===== src/rtl/hps_pkg.sv =====
// ----------------------------------------------------------------------------
// hps_pkg
// Shared types, constants and arithmetic steps of the hillshade pixel stream.
// ----------------------------------------------------------------------------
package hps_pkg;

   localparam int PIX_W      = 8;
   localparam int COL_W      = 10;
   localparam int ROW_W      = 12;
   localparam int CFG_WID_W  = 11;
   localparam int CFG_HGT_W  = 13;
   localparam int CSR_IDX_W  = 2;
   localparam int CSR_DATA_W = 13;

   localparam logic [CFG_WID_W-1:0] WIDTH_RESET  = 11'd1024;
   localparam logic [CFG_HGT_W-1:0] HEIGHT_RESET = 13'd1024;

   localparam logic [CSR_IDX_W-1:0] REG_FRAME_WIDTH  = 2'd0;
   localparam logic [CSR_IDX_W-1:0] REG_FRAME_HEIGHT = 2'd1;

   // job slots of one queued word
   localparam int JOB_MID  = 0;   // pixel of the row above
   localparam int JOB_PREV = 1;   // previous pixel of the last row
   localparam int JOB_END  = 2;   // bottom-right pixel
   localparam int NUM_JOBS = 3;

   localparam int QUEUE_DEPTH = 4;

   // arithmetic
   localparam int SQRT_STEPS = 25;
   localparam int DIV_STEPS  = 18;
   localparam logic [19:0] LIGHT_SCALE = 20'd840966;
   localparam logic [14:0] NUM_BIAS    = 15'd1792;
   localparam logic [17:0] Z_SQUARED   = 18'd16384;
   localparam logic [17:0] LAMBERT_ONE = 18'd65536;
   localparam logic [11:0] DIFFUSE_K   = 12'd2805;
   localparam logic [12:0] AMBIENT_K   = 13'd1785;
   localparam logic [12:0] HEIGHT_K    = 13'd9;
   localparam logic [12:0] ACC_CAP     = 13'd5100;
   localparam logic [15:0] DIV5_MAGIC  = 16'd52429;

   typedef struct packed {
      logic [COL_W-1:0] col;
      logic [ROW_W-1:0] row;
      logic             last;
      logic             eof;
   } tag_type;

   typedef struct packed {
      logic [PIX_W-1:0] center;
      logic [PIX_W-1:0] left;
      logic [PIX_W-1:0] right;
      logic [PIX_W-1:0] up;
      logic [PIX_W-1:0] down;
      tag_type          tag;
   } job_type;

   typedef struct packed {
      logic [NUM_JOBS-1:0] jobs;
      logic [PIX_W-1:0]    pix;
      logic [PIX_W-1:0]    prev_in;
      logic [PIX_W-1:0]    left_b;
      logic [PIX_W-1:0]    mid_c;
      logic [PIX_W-1:0]    mid_l;
      logic [PIX_W-1:0]    mid_r;
      logic [PIX_W-1:0]    up;
      logic [PIX_W-1:0]    prev_mid;
      logic [COL_W-1:0]    col;
      logic [COL_W-1:0]    col_m1;
      logic [ROW_W-1:0]    row_a;
      logic [ROW_W-1:0]    row_b;
   } rec_type;

   typedef struct packed {
      logic [26:0] rem;
      logic [24:0] root;
   } sqrt_step_type;

   typedef struct packed {
      logic [24:0] rem;
      logic        qbit;
   } div_step_type;

   // one step of a restoring square root, two radicand bits in
   function automatic sqrt_step_type sqrt_step(input logic [26:0] rem,
                                               input logic [24:0] root,
                                               input logic [1:0]  pair);
      logic [28:0]   cur;
      logic [28:0]   trial;
      sqrt_step_type res;
      cur   = {rem, pair};
      trial = {2'b00, root, 2'b01};
      if (cur >= trial) begin
         res.rem  = 27'(cur - trial);
         res.root = {root[23:0], 1'b1};
      end else begin
         res.rem  = 27'(cur);
         res.root = {root[23:0], 1'b0};
      end
      return res;
   endfunction

   // one step of a restoring division, one dividend bit in
   function automatic div_step_type div_step(input logic [24:0] rem,
                                             input logic [24:0] dvs,
                                             input logic        nbit);
      logic [25:0]  cur;
      div_step_type res;
      cur = {rem, nbit};
      if (cur >= {1'b0, dvs}) begin
         res.rem  = 25'(cur - {1'b0, dvs});
         res.qbit = 1'b1;
      end else begin
         res.rem  = 25'(cur);
         res.qbit = 1'b0;
      end
      return res;
   endfunction

endpackage


===== src/rtl/hps_seq.sv =====
// ----------------------------------------------------------------------------
// hps_seq
// Takes the head word of the queue apart into up to three shading jobs,
// one per cycle while adv is high, in raster order of the results.
// ----------------------------------------------------------------------------
module hps_seq import hps_pkg::*; (
   input  logic    clock,
   input  logic    reset,
   input  rec_type head,
   input  logic    not_empty,
   input  logic    adv,
   output logic    pop,
   output logic    job_valid,
   output job_type job
);

   logic [NUM_JOBS-1:0] done_ff, done_in;
   logic [NUM_JOBS-1:0] remaining, pick, rest;

   assign remaining = head.jobs & ~done_ff;

   always_comb begin
      priority if (remaining[JOB_MID]) begin
         pick = NUM_JOBS'(1) << JOB_MID;
      end else if (remaining[JOB_PREV]) begin
         pick = NUM_JOBS'(1) << JOB_PREV;
      end else begin
         pick = NUM_JOBS'(1) << JOB_END;
      end
   end

   assign rest      = remaining & ~pick;
   assign job_valid = not_empty && adv;
   assign pop       = job_valid && (rest == '0);

   always_comb begin
      job.tag.last = rest == '0;
      priority if (pick[JOB_MID]) begin
         job.center  = head.mid_c;
         job.left    = head.mid_l;
         job.right   = head.mid_r;
         job.up      = head.up;
         job.down    = head.pix;
         job.tag.col = head.col;
         job.tag.row = head.row_a;
         job.tag.eof = 1'b0;
      end else if (pick[JOB_PREV]) begin
         job.center  = head.prev_in;
         job.left    = head.left_b;
         job.right   = head.pix;
         job.up      = head.prev_mid;
         job.down    = head.prev_in;
         job.tag.col = head.col_m1;
         job.tag.row = head.row_b;
         job.tag.eof = 1'b0;
      end else begin
         job.center  = head.pix;
         job.left    = head.prev_in;
         job.right   = head.pix;
         job.up      = head.mid_c;
         job.down    = head.pix;
         job.tag.col = head.col;
         job.tag.row = head.row_b;
         job.tag.eof = 1'b1;
      end
   end

   always_comb begin
      done_in = done_ff;
      if (job_valid) begin
         done_in = (rest == '0) ? '0 : (done_ff | pick);
      end
   end

   always_ff @(posedge clock) begin
      if (reset) begin
         done_ff <= '0;
      end else begin
         done_ff <= done_in;
      end
   end

endmodule


===== config.mk =====
export PLATFORM = sky130hd
export DESIGN_NAME = hps_seq
export DESIGN_NICKNAME = d
export VERILOG_FILES = /design/src/rtl/hps_pkg.sv /design/src/rtl/hps_seq.sv
export SDC_FILE = /design/constraint.sdc
export NUM_CORES = 1
export LEC_CHECK = 0
export ABC_AREA = 1
export BUFFER_PORTS_ARGS = -buffer_cell sky130_fd_sc_hd__buf_2
export CORE_AREA = 4 4 69 71
export CTS_CLUSTER_SIZE = 24
export DETAILED_ROUTE_END_ITERATION = 10
export DIE_AREA = 0 0 73 75
export PLACE_DENSITY = 0.85
export REMOVE_ABC_BUFFERS = 1
export SLEW_MARGIN = 20
export SYNTH_ARGS = -nofsm -noshare
export SYNTH_HDL_FRONTEND = slang
export SYNTH_SLANG_ARGS = --single-unit

===== constraint.sdc =====
create_clock -name clock -period 1.6 [get_ports clock]
set_clock_uncertainty 0.2 [all_clocks]
set_input_delay 0.24 -clock clock [delete_from_list [all_inputs] [get_ports clock]]
set_output_delay 0.24 -clock clock [all_outputs]
set_load 0.005 [all_outputs]

==> metrics.cfg, run 1 <==
[sta]
worst_pin_slew_ps=480
fmax_ghz=0.558
grt_setup_unrepaired=true
finalCritPeriodShare=1.12
report.final.slew_viol_count=0
setup_ws_ps=-192
setup_tns_ps=-6440
hold-worst-slack_ps=4.44
setup_violations=64
max-slew-margin-rel=0.679
finalHoldViolations=0
fin_crit_ps=1790

[floorplan]
die_w_microns=73
ios=181
row_count=24
die_y_microns=75
die_area_sq_mm=0.00548
core_sq_mm=0.00423
initial_core_util=0.248

[logic_synthesis]
post-synth-top-count-cell=nand2_1
synth-main-ff-cell=dfxtp_1
async_flop_share=0
synth.top_cell.area_share=0.571
netlist_area_sq_mm=0.00105
synth_seq_area_share=0.0571
ys_seq_elements=3
netlist_instances=237
synth_common_cells=nand2_1, nand3_1, o21ai_0
yosysWarnings=0
avgSynthCellArea_sq_um=4.43
ys_types=18
synth.area.top_cells=nand2_1, nand3_1, dfxtp_1, o21ai_0, o211ai_1
synth-edff-count=0
synth.largest_area_cell=nand2_1

[clocking]
clockBufferDepth=2
cts.sinks=3
clkSlewWorstSetupHoldPaths_ps=30
holdBufCountCts=0
cts_tree=yes
clk_latency_ps=220
numCtsBuffers=3
cts_max_level=1
root_buffer=clkbuf_8

[job]
drv_cap=0

[critical_path]
rrSetupSlack_ps=40
worstReg2RegEnd=done_ff[1]
required_ps=1160
worstPathMaxFanout=5
rr_startpoint=done_ff[0]
start_kind=register
cp.arrival_ps=1350
path_class=register to output port
ff2ff_path_depth=9
crit_end=job[59]
critical_path.endpoint_type=output port
critPathLaunch=done_ff[1]

[grt]
grt_util_all_layers=0.187
grt_max_degree=20
grt_pass1_vias=1825
grt_pass1_wl_microns=8300
antenna_found_initial=1
overflow=0

[final_layout]
seqCellArea_sq_um=62.6
fillers=383
reg_top3=done_ff x3
areaGrowthSynthToFinish_pct=157
largest_reg_flops=3
multiInputGateArea_sq_mm=0.00114
design_area_sq_mm=0.00270
drive_gt1_frac=0.659
antenna_cells=0
nets=547
fin_util=0.638
regMostFlops=done_ff
instances_no_fill=483

[route]
wire_per_inst_microns=13.9
drc=0
firstDrtPassIters=4
drt_iter0_drc=94
totalWireLength_microns=6730
final_antenna_net_count=0
vias_per_cell=4.63
num_vias=2238

[placement]
dp_cells=467
dp_slack_ps=32.3
gp_congestion=0.811
placedInstanceArea_sq_mm=0.00207
io_buffers=180
dp_hpwl_microns=4590

[power_and_ir_drop]
total_power_mw=1.19
power.leakage_nw=1.67
power.density_mw_per_mm2=441
vdd_drop_max_mv=0.498

[status]
status=complete, but fails checks
violations=setup timing

[hold_path]
min_path_type=primary input to register
hold_start=reset

[cells by family (layout without fill, tap and decap cells)]
| group | count (synthesis) | in the layout | share of synthesized area |
|---|---|---|---|
| flops | 3 | 3 | 0.0571 |
| simple gates | 189 | 189 | 0.719 |
| buf+inv | 26 | 220 | 0.119 |
| compound gates | 19 | 19 | 0.105 |
[how the worst min path moves through the flow]
stage,to,cells past startpoint
floorplan,done_ff[2],1
global placement,done_ff[2],2
detailed placement,done_ff[2],2
CTS,done_ff[2],2
global route,done_ff[2],2
finish,done_ff[2],2
[worst max-delay path, cell delays in order, from the launching register on]
cell	delay, ps
dfxtp_2	310
inv_2	60
nand2_4	50
nor2_4	140
buf_8	160
buf_6	120
nand2_4	40
o211ai_1	80
buf_2	150
[placed cells by master (no fill, tap or decap), drive strengths merged]
cell | Yosys | routed
clkbuf | 1 | 8
o211ai | 6 | 6
nor2 | 7 | 7
buf | 11 | 198
o21ai | 11 | 11
dfxtp | 3 | 3
nand2 | 163 | 163
inv | 14 | 14
nand3 | 19 | 19
a21oi | 2 | 2
[area by class of cell]
cell class | instances | area share
clock buffers | 4 | 0.0167
inverters | 14 | 0.0241
multi-input cells | 208 | 0.423
flip-flops and latches | 3 | 0.0232
well taps | 52 | 0.0241
repair buffers | 202 | 0.489
[what timing repair did]
action / in CTS / in global routing
pin swaps: 7 / 31
gates resized for setup: 35 / 80
endpoints found under the setup margin: 65 / 66
buffers inserted: 6 / 1
gates cloned: 3 / 4
[report_power, final]
group,switching [mW],internal (mW)
clock,0.0494,0.170
combinational,0.428,0.464
sequential,0.00198,0.0781
total,0.479,0.712
[per-layer routing]
| layer | wire length (microns) | track usage |
|---|---|---|
| met5 | 8 | 0 |
| met4 | 53 | 0.0410 |
| met3 | 564 | 0.0294 |
| met2 | 3760 | 0.362 |
| met1 | 2340 | 0.214 |
Note: power is estimated with default switching activity, not from simulation.
==> run 2, diff against run 1 <==
--- a/config.mk
+++ b/config.mk
@@ -7,11 +7,11 @@
 export LEC_CHECK = 0
 export ABC_AREA = 1
 export BUFFER_PORTS_ARGS = -buffer_cell sky130_fd_sc_hd__buf_2
-export CORE_AREA = 4 4 69 71
+export CORE_AREA = 2 2 70 72
 export CTS_CLUSTER_SIZE = 24
 export DETAILED_ROUTE_END_ITERATION = 10
-export DIE_AREA = 0 0 73 75
-export PLACE_DENSITY = 0.85
+export DIE_AREA = 0 0 72 74
+export PLACE_DENSITY_LB_ADDON = 0.15
 export REMOVE_ABC_BUFFERS = 1
 export SLEW_MARGIN = 20
 export SYNTH_ARGS = -nofsm -noshare
==> metrics.cfg, run 2 (synthesized netlist as in run 1, its figures left out) <==
[floorplan]
die_w_microns=72  ; -1.4%
die_y_microns=74  ; -1.3%
row_count=25  ; +4.2%
core_sq_mm=0.00460  ; +8.6%
die_area_sq_mm=0.00533  ; -2.7%
ios=181  ; unchanged
initial_core_util=0.229  ; -0.0197

[placement]
dp_hpwl_microns=4550  ; -0.98%
gp_congestion=0.809  ; -0.33%
io_buffers=180  ; unchanged
dp_cells=471  ; +0.86%

[route]
drc=0  ; unchanged
drt_iter0_drc=68  ; -28%
totalWireLength_microns=5920  ; -12%
firstDrtPassIters=4  ; unchanged
final_antenna_net_count=0  ; unchanged
vias_per_cell=4.48  ; -3.2%
wire_per_inst_microns=12.1  ; -13%
num_vias=2193  ; -2.0%

[power_and_ir_drop]
vdd_drop_max_mv=0.723  ; +45%
power.leakage_nw=1.58  ; -5.8%
total_power_mw=1.09  ; -8.5%
clockPowerShare=0.206  ; +0.022
intPower_mw=0.666  ; -6.5%
power.switching_mw=0.424  ; -11%
power.density_mw_per_mm2=440  ; -0.25%
p_sw_frac=0.389  ; -0.0131
comb_power_share=0.720  ; -0.029
seqPwrFrac=0.073  ; +0.006

[final_layout]
antenna_cells=0  ; unchanged
areaGrowthSynthToFinish_pct=136
largest_reg_flops=3  ; unchanged
layout_commonest_cell=buf_2
fillers=495  ; +29%
seqCellArea_sq_um=62.6  ; unchanged
instances_no_fill=489  ; +1.2%
reg_top3=done_ff x3
regMostFlops=done_ff
nets=551  ; +0.73%
multiInputGateArea_sq_um=976  ; -15%
layout_common_cells=buf_2, nand2_1, nand3_1
drive_gt1_frac=0.559  ; -0.100

[sta]
finalHoldViolations=0  ; unchanged
fin_crit_ps=1750  ; -38.5 ps
finalCritPeriodShare=1.10  ; -0.0241
fmax_ghz=0.570  ; +2.2%
max-slew-margin-rel=0.835  ; +0.157
report.final.slew_viol_count=0  ; unchanged
setup_ws_ps=-153  ; +38.5 ps
setup_violations=64  ; unchanged
grt_setup_unrepaired=true
worst_pin_slew_ps=246  ; -234 ps
hold-worst-slack_ps=239  ; +234 ps

[critical_path]
critical_path.endpoint_type=output port
cp.arrival_ps=1310  ; -40 ps
rrSetupSlack_ps=190  ; +150 ps
crit_end=job[37]
worstPathMaxFanout=6  ; +1
path_class=register to output port
required_ps=1160  ; about the same
rr_startpoint=done_ff[0]
ff2ff_path_depth=8  ; -1
start_kind=register
worstReg2RegEnd=done_ff[1]
critPathLaunch=done_ff[1]

[grt]
overflow=0  ; unchanged
grt_pass1_vias=1978  ; +8.4%
antenna_found_initial=0  ; -1
grt_max_degree=27  ; +35%
grt_pass1_wl_microns=8600  ; +3.7%
grt_util_all_layers=0.198  ; +0.0109

[clocking]
cts_max_level=1  ; unchanged
root_buffer=clkbuf_8
clockBufferDepth=2  ; unchanged
clk_latency_ps=220  ; about the same
clkSlewWorstSetupHoldPaths_ps=30  ; about the same
cts_tree=yes
cts.sinks=3  ; unchanged
numCtsBuffers=3  ; unchanged

[status]
violations=setup timing
status=complete, but fails checks

[job]
drv_cap=0  ; unchanged

[hold_path]
min_path_type=primary input to register

-- run 2: area by class of cell --
| cell class | count | area share |
|---|---|---|
| well taps | 54 | 0.0273 |
| flip-flops and latches | 3 | 0.0252 |
| repair buffers | 206 | 0.510 |
| clock buffers | 4 | 0.0182 |
| inverters | 14 | 0.0252 |
| multi-input cells | 208 | 0.394 |
-- run 2: worst min path at each step --
| stage | slack [ps] | start | to | depth (start not counted) |
|---|---|---|---|---|
| 6_report | 240 | adv | done_ff[0] | 5 |
| 5_1_grt | 250 | adv | done_ff[0] | 5 |
| 4_1_cts | 210 | adv | done_ff[0] | 5 |
| 3_5_place_dp | 220 | reset | done_ff[2] | 2 |
| 3_3_place_gp | 220 | reset | done_ff[2] | 2 |
| 2_1_floorplan | 110 | reset | done_ff[2] | 1 |
-- run 2: per-layer routing --
layer | share of wire | GRT usage | routed length, microns
met3 | 0.084 | 0.0339 | 496
met1 | 0.37 | 0.223 | 2180
met4 | 0.010 | 0.0398 | 61
met2 | 0.54 | 0.392 | 3180
met5 | 0 | 0 | 0
-- run 2: metrics by stage --
step / utilization / area, sq um / setup TNS (ps) / setup WS [ps]
after global placement: 0.452 / 2080 / -14.6 / -6.56
after detailed placement: 0.452 / 2080 / -258 / -37.3
after floorplan: - / 981 / -18820 / -546
after global routing: 0.539 / 2480 / -11070 / -240
final: 0.539 / 2480 / -5960 / -153
after CTS: 0.500 / 2300 / -4700 / -119
-- run 2: power groups by stage --
stage	clock, mW	sequential [mW]	combinational [mW]
2_1_floorplan	0	0.0803	0.257
3_3_place_gp	0	0.0804	0.654
3_5_place_dp	0	0.0805	0.655
4_1_cts	0.229	0.0801	0.720
5_1_grt	0.239	0.0803	0.871
6_report	0.225	0.0801	0.785
-- run 2: worst max-delay path: stages (launching register included) --
cell	delay, ps
dfxtp_2	310
inv_2	70
nand2_4	60
nor2_4	150
buf_8	170
buf_6	120
nand2_2	40
nand3_2	50
buf_2	110
-- run 2: repair_timing --
| action | in CTS | in global routing |
|---|---|---|
| buffers inserted | 4 | 4 |
| endpoints found under the hold margin | 1 | 0 |
| setup endpoints to repair | 64 | 65 |
| pin swaps | 9 | 3 |
| gates resized for setup | 32 | 20 |
| gates cloned | 2 | 3 |
| hold buffers | 1 | 0 |
