--- config.mk ---
export PLATFORM = sky130hd
export DESIGN_NAME = hps_queue
export DESIGN_NICKNAME = d
export VERILOG_FILES = /design/src/rtl/hps_pkg.sv /design/src/rtl/hps_queue.sv
export SDC_FILE = /design/constraint.sdc
export NUM_CORES = 1
export LEC_CHECK = 0
export ABC_AREA = 0
export BUFFER_PORTS_ARGS = -buffer_cell sky130_fd_sc_hd__buf_2
export CAP_MARGIN = 20
export CORE_MARGIN = 1.5
export CORE_UTILIZATION = 35
export DETAILED_ROUTE_END_ITERATION = 8
export SETUP_SLACK_MARGIN = 0.1
export SLEW_MARGIN = 20
export SYNTH_ARGS = -nofsm -noshare
export SYNTH_HDL_FRONTEND = slang
export SYNTH_SLANG_ARGS = --single-unit
export TNS_END_PERCENT = 30
--- constraint.sdc ---
create_clock -name clock -period 4 [get_ports clock]
set_input_delay 0.4 -clock clock [delete_from_list [all_inputs] [get_ports clock]]
set_output_delay 0.4 -clock clock [all_outputs]
set_load 0.02 [all_outputs]
--- src/rtl/hps_pkg.sv ---
// ----------------------------------------------------------------------------
// hps_pkg
// Shared types, constants and arithmetic steps of the hillshade pixel stream.
// ----------------------------------------------------------------------------
package hps_pkg;

   localparam int PIX_W      = 8;
   localparam int COL_W      = 10;
   localparam int ROW_W      = 12;
   localparam int CFG_WID_W  = 11;
   localparam int CFG_HGT_W  = 13;
   localparam int CSR_IDX_W  = 2;
   localparam int CSR_DATA_W = 13;

   localparam logic [CFG_WID_W-1:0] WIDTH_RESET  = 11'd1024;
   localparam logic [CFG_HGT_W-1:0] HEIGHT_RESET = 13'd1024;

   localparam logic [CSR_IDX_W-1:0] REG_FRAME_WIDTH  = 2'd0;
   localparam logic [CSR_IDX_W-1:0] REG_FRAME_HEIGHT = 2'd1;

   // job slots of one queued word
   localparam int JOB_MID  = 0;   // pixel of the row above
   localparam int JOB_PREV = 1;   // previous pixel of the last row
   localparam int JOB_END  = 2;   // bottom-right pixel
   localparam int NUM_JOBS = 3;

   localparam int QUEUE_DEPTH = 4;

   // arithmetic
   localparam int SQRT_STEPS = 25;
   localparam int DIV_STEPS  = 18;
   localparam logic [19:0] LIGHT_SCALE = 20'd840966;
   localparam logic [14:0] NUM_BIAS    = 15'd1792;
   localparam logic [17:0] Z_SQUARED   = 18'd16384;
   localparam logic [17:0] LAMBERT_ONE = 18'd65536;
   localparam logic [11:0] DIFFUSE_K   = 12'd2805;
   localparam logic [12:0] AMBIENT_K   = 13'd1785;
   localparam logic [12:0] HEIGHT_K    = 13'd9;
   localparam logic [12:0] ACC_CAP     = 13'd5100;
   localparam logic [15:0] DIV5_MAGIC  = 16'd52429;

   typedef struct packed {
      logic [COL_W-1:0] col;
      logic [ROW_W-1:0] row;
      logic             last;
      logic             eof;
   } tag_type;

   typedef struct packed {
      logic [PIX_W-1:0] center;
      logic [PIX_W-1:0] left;
      logic [PIX_W-1:0] right;
      logic [PIX_W-1:0] up;
      logic [PIX_W-1:0] down;
      tag_type          tag;
   } job_type;

   typedef struct packed {
      logic [NUM_JOBS-1:0] jobs;
      logic [PIX_W-1:0]    pix;
      logic [PIX_W-1:0]    prev_in;
      logic [PIX_W-1:0]    left_b;
      logic [PIX_W-1:0]    mid_c;
      logic [PIX_W-1:0]    mid_l;
      logic [PIX_W-1:0]    mid_r;
      logic [PIX_W-1:0]    up;
      logic [PIX_W-1:0]    prev_mid;
      logic [COL_W-1:0]    col;
      logic [COL_W-1:0]    col_m1;
      logic [ROW_W-1:0]    row_a;
      logic [ROW_W-1:0]    row_b;
   } rec_type;

   typedef struct packed {
      logic [26:0] rem;
      logic [24:0] root;
   } sqrt_step_type;

   typedef struct packed {
      logic [24:0] rem;
      logic        qbit;
   } div_step_type;

   // one step of a restoring square root, two radicand bits in
   function automatic sqrt_step_type sqrt_step(input logic [26:0] rem,
                                               input logic [24:0] root,
                                               input logic [1:0]  pair);
      logic [28:0]   cur;
      logic [28:0]   trial;
      sqrt_step_type res;
      cur   = {rem, pair};
      trial = {2'b00, root, 2'b01};
      if (cur >= trial) begin
         res.rem  = 27'(cur - trial);
         res.root = {root[23:0], 1'b1};
      end else begin
         res.rem  = 27'(cur);
         res.root = {root[23:0], 1'b0};
      end
      return res;
   endfunction

   // one step of a restoring division, one dividend bit in
   function automatic div_step_type div_step(input logic [24:0] rem,
                                             input logic [24:0] dvs,
                                             input logic        nbit);
      logic [25:0]  cur;
      div_step_type res;
      cur = {rem, nbit};
      if (cur >= {1'b0, dvs}) begin
         res.rem  = 25'(cur - {1'b0, dvs});
         res.qbit = 1'b1;
      end else begin
         res.rem  = 25'(cur);
         res.qbit = 1'b0;
      end
      return res;
   endfunction

endpackage

--- src/rtl/hps_queue.sv ---
// ----------------------------------------------------------------------------
// hps_queue
// Short FIFO of job words between the front and the shading back end.
// ----------------------------------------------------------------------------
module hps_queue import hps_pkg::*; (
   input  logic    clock,
   input  logic    reset,
   input  logic    push,
   input  rec_type push_rec,
   input  logic    pop,
   output rec_type head,
   output logic    not_empty,
   output logic    full
);

   localparam int PW = $clog2(QUEUE_DEPTH);
   localparam int NW = $clog2(QUEUE_DEPTH + 1);

   rec_type        slot_ff [0:QUEUE_DEPTH-1];
   logic [PW-1:0]  wr_ff, wr_in, rd_ff, rd_in;
   logic [NW-1:0]  cnt_ff, cnt_in;

   assign head      = slot_ff[rd_ff];
   assign not_empty = cnt_ff != '0;
   assign full      = cnt_ff == NW'(QUEUE_DEPTH);

   always_comb begin
      wr_in  = push ? PW'(32'(wr_ff) + 1) : wr_ff;
      rd_in  = pop  ? PW'(32'(rd_ff) + 1) : rd_ff;
      cnt_in = cnt_ff + NW'(push) - NW'(pop);
   end

   always_ff @(posedge clock) begin
      if (reset) begin
         wr_ff  <= '0;
         rd_ff  <= '0;
         cnt_ff <= '0;
      end else begin
         wr_ff  <= wr_in;
         rd_ff  <= rd_in;
         cnt_ff <= cnt_in;
      end
   end

   always_ff @(posedge clock) begin
      if (push) begin
         slot_ff[wr_ff] <= push_rec;
      end
   end

   a_no_overflow: assert property (@(posedge clock) disable iff (reset)
      !(push && full))
      else $error("word pushed into full queue");

   a_no_underflow: assert property (@(posedge clock) disable iff (reset)
      !(pop && !not_empty))
      else $error("word popped from empty queue");

   a_count_tracks: assert property (@(posedge clock) disable iff (reset)
      (push && !pop) |=> (cnt_ff == $past(cnt_ff) + NW'(1)))
      else $error("queue fill count lost a word");

endmodule

==> results of run 1 <==
[kinds of logic after synthesis]
family / Yosys count / share of synthesized area
AO/OA/AOI/OAI: 2 / 0.000913
XOR/XNOR: 3 / 0.00251
adder cells (fa/ha/maj): 7 / 0.00578
buffers and inverters: 30 / 0.0120
flip-flops: 453 / 0.822
multiplexers: 112 / 0.153
AND/OR/NAND/NOR: 14 / 0.00464
[synthesized netlist by cell type, drive strengths merged, types with 2 or more instances]
master  number
mux4       111
edfxtp     444
and2         4
inv          6
clkbuf       3
xnor2        2
nor2         5
nor2b        2
ha           6
buf         21
dfxtp        9
[sequential cells by signal (all words and copies together), names as in the netlist, named ones only]
signal and cells:
rd_ff 2, wr_ff 2, cnt_ff 3, slot_ff 444
[where the power goes]
group	switching (mW)	internal (mW)	leakage, nW
registers	0.0807	5.46	4.15
logic	0.644	0.466	1.76
clock network	1.70	2.39	0.701
[layer usage]
metal / vias up / global-route usage / share of wire
li1: 3227 / - / -
met1: 3851 / 0.172 / 0.42
met2: 205 / 0.208 / 0.48
met3: 61 / 0.0432 / 0.078
met4: 8 / 0.0467 / 0.023
met5: - / 0 / 0.0012
[layout make-up]
class                      count  share of cell area
sequential                   453               0.680
multi-input combinational    138               0.138
timing repair buffer         245              0.0690
clock buffer                  64              0.0650
tap                          607              0.0382
clock inverter                20             0.00768
inverter                       6             0.00113
antenna                        2            0.000252
[critical path, stage by stage, from the launching register on]
cell and delay, ns:
dfxtp_4 0.88, buf_4 0.35, mux4_2 0.53, buf_2 0.18
[worst min-delay path by stage]
stage	from	endpoint	slack [ns]
finish	push_rec[67]	slot_ff[1][67]	0.05
global route	push_rec[110]	slot_ff[2][110]	0.02
CTS	push_rec[74]	slot_ff[2][74]	0.008
detailed placement	rd_ff[0]	flop	0.54
global placement	rd_ff[1]	flop	0.51
floorplan	reset	cnt_ff[0]	0.47
[cells in the final DEF (no fill, tap or decap), drive strengths merged]
master | netlist | final
edfxtp | 444 | 444
buf | 21 | 245
mux4 | 111 | 111
clkbuf | 3 | 64
clkinv | 0 | 14
dfxtp | 9 | 9
inv | 6 | 8
ha | 6 | 6
nor2 | 5 | 5
and2 | 4 | 4
diode | 0 | 2
nor2b | 2 | 2
xnor2 | 2 | 2
clkinvlp | 0 | 2
bufinv | 0 | 2
and3 | 1 | 1
or3 | 1 | 1
a21bo | 1 | 1
nand3b | 1 | 1
a21oi | 1 | 1
mux2i | 1 | 1
xor3 | 1 | 1
fa | 1 | 1
==> flow_summary_export.csv, run 1 <==
group,metric,value,unit
run_status,status,"complete, no violations",
clock_tree,cts_inserted_buffers,47,
critical_path,reg2reg_to,"slot_ff[3][57]",
pwr,vdd_drop_max,0.391,mV
logic_synthesis,syn_inst,621,
sta,final_hold_viol_count,0,
detailed_routing,first_pass_iters,4,
critical_path,required,3.60,ns
cells_and_area,area_growth,20.8,%
clock_tree,cts_setup_buffers,0,
global_route,grt_pass1_wl,47200,um
logic_synthesis,ys_ff_latch,453,
critical_path,start_kind,"flop",
floorplan,dieWidth,220,um
global_route,grt-ovfl-total,0,
clock_tree,cts.htree.levels,2,
detailed_routing,ant_nets,0,
critical_path,rrSetupSlack,2.04,ns
sta,worst_pin_slew,0.819,ns
logic_synthesis,synth.area.top_cells,"edfxtp_1 81%, mux4_2 15%, dfxtp_1 1.1%",
clock_tree,root_buffer,"clkbuf_16",
job,max_cap_viol_count,0,
cells_and_area,final_core_util,0.428,
sta,fmax,0.342,GHz
critical_path,cp_max_fo,36,
logic_synthesis,synth_flop_cell,"edfxtp_1",
logic_synthesis,synth_top_area_frac,0.811,
sta,worst_slack,1.07,ns
pwr,power.total,10.7,mW
sta,drv_slew,0,
logic_synthesis,yosysTopAreaCell,"edfxtp_1",
floorplan,io_pins,228,
critical_path,critPathKind,"reg -> out",
critical_path,r2r_cells,3,
cells_and_area,drive_gt1_frac,0.459,
cells_and_area,stdcell_area,0.0199,sq mm
sta,setup_tns,0,ns
placed_design,dp_slack,1.55,ns
clock_tree,clkSlewWorstSetupHoldPaths,0.06,ns
logic_synthesis,synth_area,0.0164,sq mm
floorplan,die_h,220,um
detailed_routing,routedWlPerCell,20.8,um
floorplan,core_area,0.0465,sq mm
placed_design,place_congestion,0.686,
global_route,grt_pass1_vias,7821,
detailed_routing,routed_wirelength,31900,um
sta,period_share,0.731,
placed_design,placed_cell_area,0.0184,sq mm
global_route,antenna_found_initial,5,
clock_tree,clk_path_buf_depth,3,
global_route,grt_max_degree,60,
sta,final-setup-viol-count,0,
cells_and_area,nNetsFinal,1013,
logic_synthesis,syn_area_per_cell,26.5,sq um
clock_tree,clock-sinks,453,
pwr,power_leakage,6.62,nW
critical_path,endpoint,"head[0]",
logic_synthesis,synthArstFlopShare,0,
clock_tree,clk_latency,0.55,ns
sta,rsz0062_at_grt,"false",
clock_tree,ctsHoldBuffers,0,
detailed_routing,vias,7352,
logic_synthesis,seq_area_frac_synth,0.822,
global_route,groute.usage.overall,0.132,
sta,fin_hold_ws,0.0520,ns
critical_path,r2r_start,"wr_ff[0]",
logic_synthesis,synth_edf_count,444,
detailed_routing,remaining_drc_errors,0,
critical_path,arrival,2.53,ns
logic_synthesis,synth_cell_types,21,
detailed_routing,vias_per_cell,4.79,
cells_and_area,multiInputGateArea,0.00275,sq mm
placed_design,dpl.hpwl,18700,um
placed_design,io_buffer_count,227,
clock_tree,cts_tree,"built",
pwr,power_density,540,mW/mm^2
worst_hold_path,hold_class,"in -> reg",
cells_and_area,regArea,0.0135,sq mm
detailed_routing,drt_iter0_drc,271,
logic_synthesis,synth_warnings,0,
sta,period_minus_slack,2.93,ns
worst_hold_path,min_path_cells,1,
floorplan,initial_core_util,0.354,
cells_and_area,fin_cells,1535,
clock_tree,cts-resized-gates,0,
floorplan,fp-row-count,79,
placed_design,placedCellCount,1449,
cells_and_area,fillerInstances,4059,
floorplan,die_area,0.0483,sq mm
logic_synthesis,synth_fp_nets,743,
critical_path,critPathCaptureType,"output pin",
sta,fin_worst_skew,0.00627,ns
sta,slew_headroom,0.454,
No activity file was read; power rests on OpenSTA's default activity.
==> run 2: changes to the inputs <==
==> constraint.sdc (replaced) <==
create_clock -name clock -period 2.4 [get_ports clock]
set_input_delay 0.24 -clock clock [delete_from_list [all_inputs] [get_ports clock]]
set_output_delay 0.24 -clock clock [all_outputs]
set_load 0.02 [all_outputs]
==> run 2 against run 1 <==
Against the previous run: setup slack worse by 0.94 ns; first-iteration DRC count is 56% higher; critical path type unchanged; register-to-register slack lost 1.3 ns; global-route usage up 0.36 points.
==> flow_summary_export.csv, run 2 (synthesis results as in run 1) <==
group,metric,value,unit
run_status,status,"complete, no violations",
critical_path,critPathKind,"reg -> out",
cells_and_area,largest_reg_flops,444,
job,max_cap_viol_count,0,
worst_hold_path,min_from,"push",
clock_tree,clk_latency,0.56,ns
clock_tree,clkSlewWorstSetupHoldPaths,0.06,ns
critical_path,r2r_start,"wr_ff[1]",
detailed_routing,first_pass_iters,4,
sta,period_share,0.942,
detailed_routing,routed_wirelength,33700,um
global_route,grt_pass1_vias,8429,
sta,final-setup-viol-count,0,
worst_hold_path,min_path_cells,3,
detailed_routing,ant_nets,0,
detailed_routing,drt_iter0_drc,422,
global_route,grt_util_met1,0.176,
cells_and_area,drive_gt1_frac,0.411,
cells_and_area,fillerInstances,3946,
detailed_routing,remaining_drc_errors,0,
critical_path,critPathCaptureType,"output pin",
global_route,use_met3,0.0432,
critical_path,crit_chain,"buf_12 -> clkbuf_16 -> mux4_2 -> buf_2",
sta,fmax,0.442,GHz
critical_path,crit_family,"buffers and inverters",
critical_path,rrSetupSlack,0.78,ns
detailed_routing,routedWlPerCell,20.4,um
critical_path,r2r_cells,4,
sta,fin_hold_ws,0.0764,ns
floorplan,fp-row-count,79,
placed_design,place_congestion,0.657,
cells_and_area,reg_top3,"slot_ff: 444 flops, cnt_ff: 3 flops",
clock_tree,clock-sinks,453,
floorplan,io_pins,228,
detailed_routing,vias_per_cell,4.70,
floorplan,initial_core_util,0.354,
global_route,grt_max_degree,77,
sta,drv_slew,0,
sta,fin_worst_skew,0.0130,ns
detailed_routing,vias,7775,
critical_path,crit_buf_inv,3,
global_route,groute.usage.overall,0.136,
worst_hold_path,holdPathEnd,"wr_ff[0]",
global_route,antenna_found_initial,3,
sta,worst_slack,0.138,ns
clock_tree,clk_path_buf_depth,3,
critical_path,reg2reg_to,"slot_ff[1][18]",
sta,worst_pin_slew,0.620,ns
floorplan,core_area,0.0465,sq mm
sta,period_minus_slack,2.26,ns
floorplan,die_area,0.0483,sq mm
floorplan,dieWidth,220,um
placed_design,dp_slack,0.661,ns
cells_and_area,top_register,"slot_ff",
cells_and_area,final_cell_mix,"444 x edfxtp_1, 227 x buf_2, 113 x dlygate4sd3_1",
pwr,power_leakage,7.22,nW
cells_and_area,nNetsFinal,1130,
critical_path,required,2.16,ns
clock_tree,root_buffer,"clkbuf_16",
pwr,vdd_drop_max,0.684,mV
worst_hold_path,hold_class,"in -> reg",
critical_path,arrival,2.02,ns
global_route,grt-ovfl-total,0,
global_route,grt_pass1_wl,49300,um
critical_path,cp_max_fo,19,
placed_design,dpl.hpwl,18000,um
critical_path,cpPeakStageDelay,0.51,ns
critical_path,start_kind,"flop",
clock_tree,cts_tree,"built",
cells_and_area,mostFrequentLayoutCell,"edfxtp_1",
pwr,power_density,877,mW/mm^2
cells_and_area,area_growth,29.4,%
global_route,gr-max-usage-layer,"met2",
clock_tree,cts.htree.levels,2,
clock_tree,cts_inserted_buffers,47,
placed_design,io_buffer_count,227,
sta,setup_tns,0,ns
critical_path,slowest_stage,"mux4_2",
floorplan,die_h,220,um
sta,rsz0062_at_grt,"true",
sta,slew_headroom,0.587,
global_route,use_met2,0.222,
sta,final_hold_viol_count,0,
==> run 2: cell types whose count changed in the layout (fill, tap and decap cells not counted), moves of 3 or more <==
cell / previous run / this run
buf_16: 0 / 3
buf_4: 10 / 7
bufinv_16: 2 / 7
clkbuf_16: 49 / 53
clkinv_1: 8 / 11
dlygate4sd3_1: 0 / 113
==> run 2: stage by stage <==
| step | util | total power, mW | instance area, sq um | instances |
|---|---|---|---|---|
| 5_1_grt | 0.458 | 19.3 | 21300 | 1654 |
| 6_report | 0.458 | 18.7 | 21300 | 1654 |
| 2_1_floorplan | - | 10.6 | 16500 | 621 |
| 3_3_place_gp | 0.396 | 11.3 | 18400 | 1445 |
| 4_1_cts | 0.455 | 18.9 | 21100 | 1645 |
| 3_5_place_dp | 0.396 | 11.3 | 18400 | 1445 |
==> run 2: per-layer routing <==
layer,vias to the layer above,part of all wire
met2,195,0.48
met3,52,0.065
met5,-,0.0010
met1,4063,0.44
met4,4,0.018
li1,3461,-
==> run 2: final cells by class <==
class | instances | area, sq um | area share
Clock buffer | 63 | 1290 | 0.0605
Multi-Input combinational cell | 138 | 2750 | 0.129
Timing Repair Buffer | 362 | 2660 | 0.125
Inverter | 6 | 22.5 | 0.00106
Tap cell | 607 | 759 | 0.0357
Sequential cell | 453 | 13500 | 0.635
Antenna cell | 1 | 2.50 | 0.000118
Clock inverter | 24 | 282 | 0.0132
==> run 2: how the worst max path moves through the flow <==
stage / from / endpoint / slack, ns / cells after the start
3_5_place_dp: flop / head[89] / 0.66 / 3
4_1_cts: flop / head[89] / 0.04 / 3
5_1_grt: flop / head[87] / 0.06 / 4
6_report: flop / head[88] / 0.14 / 4
2_1_floorplan: wr_ff[0] / slot_ff[1][0] / 0.07 / 2
3_3_place_gp: flop / head[79] / 0.67 / 3
==> run 2: worst reg2reg max path, delay by kind of cell, from the launching register on <==
kind,cells,cell delay (ns)
fa+ha+maj,1,0.14
flops,1,0.34
simple gates,1,0.15
buf+inv,2,0.58
==> run 2: timing repair <==
item / CTS / global route
hold buffers: 113 / 0
setup buffers: 0 / 4
gates cloned: 0 / 4
resized for setup: 0 / 3
endpoints found under the hold margin: 453 / 0
setup endpoints to repair: 102 / 111
==> run 2: power by group <==
part / switching, mW / internal [mW]
logic: 1.17 / 0.946
clock network: 2.87 / 4.51
registers: 0.0913 / 9.10
==> run 3: changes to the inputs <==
--- a/config.mk
+++ b/config.mk
@@ -6,11 +6,11 @@
 export NUM_CORES = 1
 export LEC_CHECK = 0
 export ABC_AREA = 0
-export BUFFER_PORTS_ARGS = -buffer_cell sky130_fd_sc_hd__buf_2
 export CAP_MARGIN = 20
 export CORE_MARGIN = 1.5
 export CORE_UTILIZATION = 35
 export DETAILED_ROUTE_END_ITERATION = 8
+export DONT_BUFFER_PORTS = 1
 export SETUP_SLACK_MARGIN = 0.1
 export SLEW_MARGIN = 20
 export SYNTH_ARGS = -nofsm -noshare
==> run 3 against run 2 <==
Against the previous run: first-iteration DRC count decreased by 16%; global-route usage decreased by 0.40 points; combinational power decreased by 15%; clock skew decreased by 0.0032 ns; critical path type unchanged; sequential share of layout area increased by 3.7 points; die area unchanged; routed wire length decreased by 5.6%; via count decreased by 11%; largest power group unchanged; count of clock-buffer cells in the layout decreased by 3.
==> flow_summary_export.csv, run 3 (synthesis results as in run 1) <==
group,metric,value,unit
detailed_routing,ant_nets,0,
cells_and_area,largest_reg_flops,444,
worst_hold_path,min_path_cells,1,
cells_and_area,drive_gt1_frac,0.256,
sta,fmax,0.436,GHz
cells_and_area,nNetsFinal,913,
clock_tree,root_buffer,"clkbuf_16",
critical_path,start_kind,"flop",
worst_hold_path,hold_class,"in -> reg",
sta,drv_slew,0,
placed_design,placed_cell_area,0.0174,sq mm
clock_tree,clk_latency,0.57,ns
critical_path,crit_buf_inv,1,
critical_path,cp_max_fo,21,
floorplan,fp-row-count,79,
clock_tree,cts_inserted_buffers,47,
sta,final_hold_viol_count,0,
critical_path,crit_family,"multiplexers",
sta,worst_pin_slew,0.640,ns
global_route,groute.usage.overall,0.132,
pwr,vdd_drop_max,0.663,mV
placed_design,dpl.hpwl,18500,um
floorplan,io_pins,228,
floorplan,dieWidth,220,um
critical_path,cpPeakStageDelay,0.61,ns
sta,setup_tns,0,ns
detailed_routing,first_pass_iters,4,
critical_path,path_depth,2,
detailed_routing,vias,6940,
job,max_cap_viol_count,0,
critical_path,arrival,2.06,ns
sta,slew_headroom,0.574,
cells_and_area,final_cell_mix,"444 x edfxtp_1, 115 x dlygate4sd3_1, 111 x mux4_2",
critical_path,required,2.16,ns
detailed_routing,drt_iter0_drc,356,
global_route,antenna_found_initial,5,
global_route,grt-ovfl-total,0,
sta,period_minus_slack,2.30,ns
pwr,power_density,880,mW/mm^2
cells_and_area,stdcell_area,0.0201,sq mm
sta,final-setup-viol-count,0,
pwr,power_leakage,6.32,nW
clock_tree,clkSlewWorstSetupHoldPaths,0.06,ns
placed_design,place_congestion,0.664,
cells_and_area,mostFrequentLayoutCell,"edfxtp_1",
critical_path,rrSetupSlack,0.69,ns
critical_path,slowest_stage,"mux4_2",
global_route,grt_max_degree,80,
detailed_routing,routedWlPerCell,22.1,um
floorplan,initial_core_util,0.354,
sta,fin_worst_skew,0.00986,ns
critical_path,critPathCaptureType,"output pin",
cells_and_area,top_register,"slot_ff",
critical_path,critPathKind,"reg -> out",
global_route,grt_pass1_vias,7499,
cells_and_area,area_growth,22.3,%
floorplan,die_h,220,um
clock_tree,cts_tree,"built",
cells_and_area,reg_top3,"slot_ff: 444 flops, cnt_ff: 3 flops",
critical_path,crit_chain,"bufbuf_16 -> mux4_2",
detailed_routing,vias_per_cell,4.83,
floorplan,die_area,0.0483,sq mm
clock_tree,cts.htree.levels,2,
detailed_routing,routed_wirelength,31800,um
placed_design,io_buffer_count,0,
floorplan,core_area,0.0465,sq mm
clock_tree,clk_path_buf_depth,3,
run_status,status,"complete, no violations",
critical_path,r2r_cells,6,
sta,rsz0062_at_grt,"true",
detailed_routing,remaining_drc_errors,0,
sta,period_share,0.957,
clock_tree,clock-sinks,453,
pwr,power.total,17.7,mW
global_route,grt_pass1_wl,46900,um
run 3: changes by cell type in the layout (fill, tap and decap cells not counted), moves of 2 or more:
cell and change:
bufinv_16 -5, clkinv_4 +3, buf_2 -227, bufbuf_16 +2
clkbuf_16 -6, buf_12 +6, buf_4 +5, inv_6 +4
dlygate4sd3_1 +2
run 3: what timing repair did:
item	CTS	global route
resized for setup	2	0
setup buffers	2	0
endpoints found under the setup margin	83	80
endpoints found under the hold margin	453	0
hold buffers	115	0
gates cloned	2	0
run 3: through the flow:
stage	hold WS, ns	setup WS, ns	util	cells
final	0.148	0.104	0.433	1438
after global routing	0.126	0.00229	0.433	1438
after CTS	0.116	0.0112	0.433	1436
after detailed placement	0.315	0.606	0.376	1230
after global placement	0.314	0.613	0.376	1230
after floorplan	0.312	0.0675	-	621
run 3: worst paths after layout:
| check | start | end |
|---|---|---|
| worst max-delay path | flop | head[81] |
| worst min-delay path | push | slot_ff[1][34] |
| worst max register to register | cnt_ff[0] | cnt_ff[0] |
| worst min register to register | rd_ff[1] | flop |
run 3: power by group:
group	switching, mW	internal (mW)
Sequential	0.104	9.09
Clock	2.87	3.84
Combinational	1.06	0.738
Total	4.04	13.7
run 3: per-layer routing:
metal / global-route usage / wire length, um / vias to the layer above
met3: 0.0518 / 2560 / 51
met2: 0.215 / 15600 / 197
met1: 0.163 / 13000 / 3654
met4: 0.0385 / 613 / 6
met5: 0 / 41 / -
li1: - / - / 3032
run 3: layout make-up:
cell class	instances	area [sq um]
Tap cell	607	759
Clock inverter	27	201
Antenna cell	2	5.00
Clock buffer	60	1220
Inverter	6	22.5
Fill cell	3962	26300
Multi-Input combinational cell	138	2750
Timing Repair Buffer	145	1640
Sequential cell	453	13500
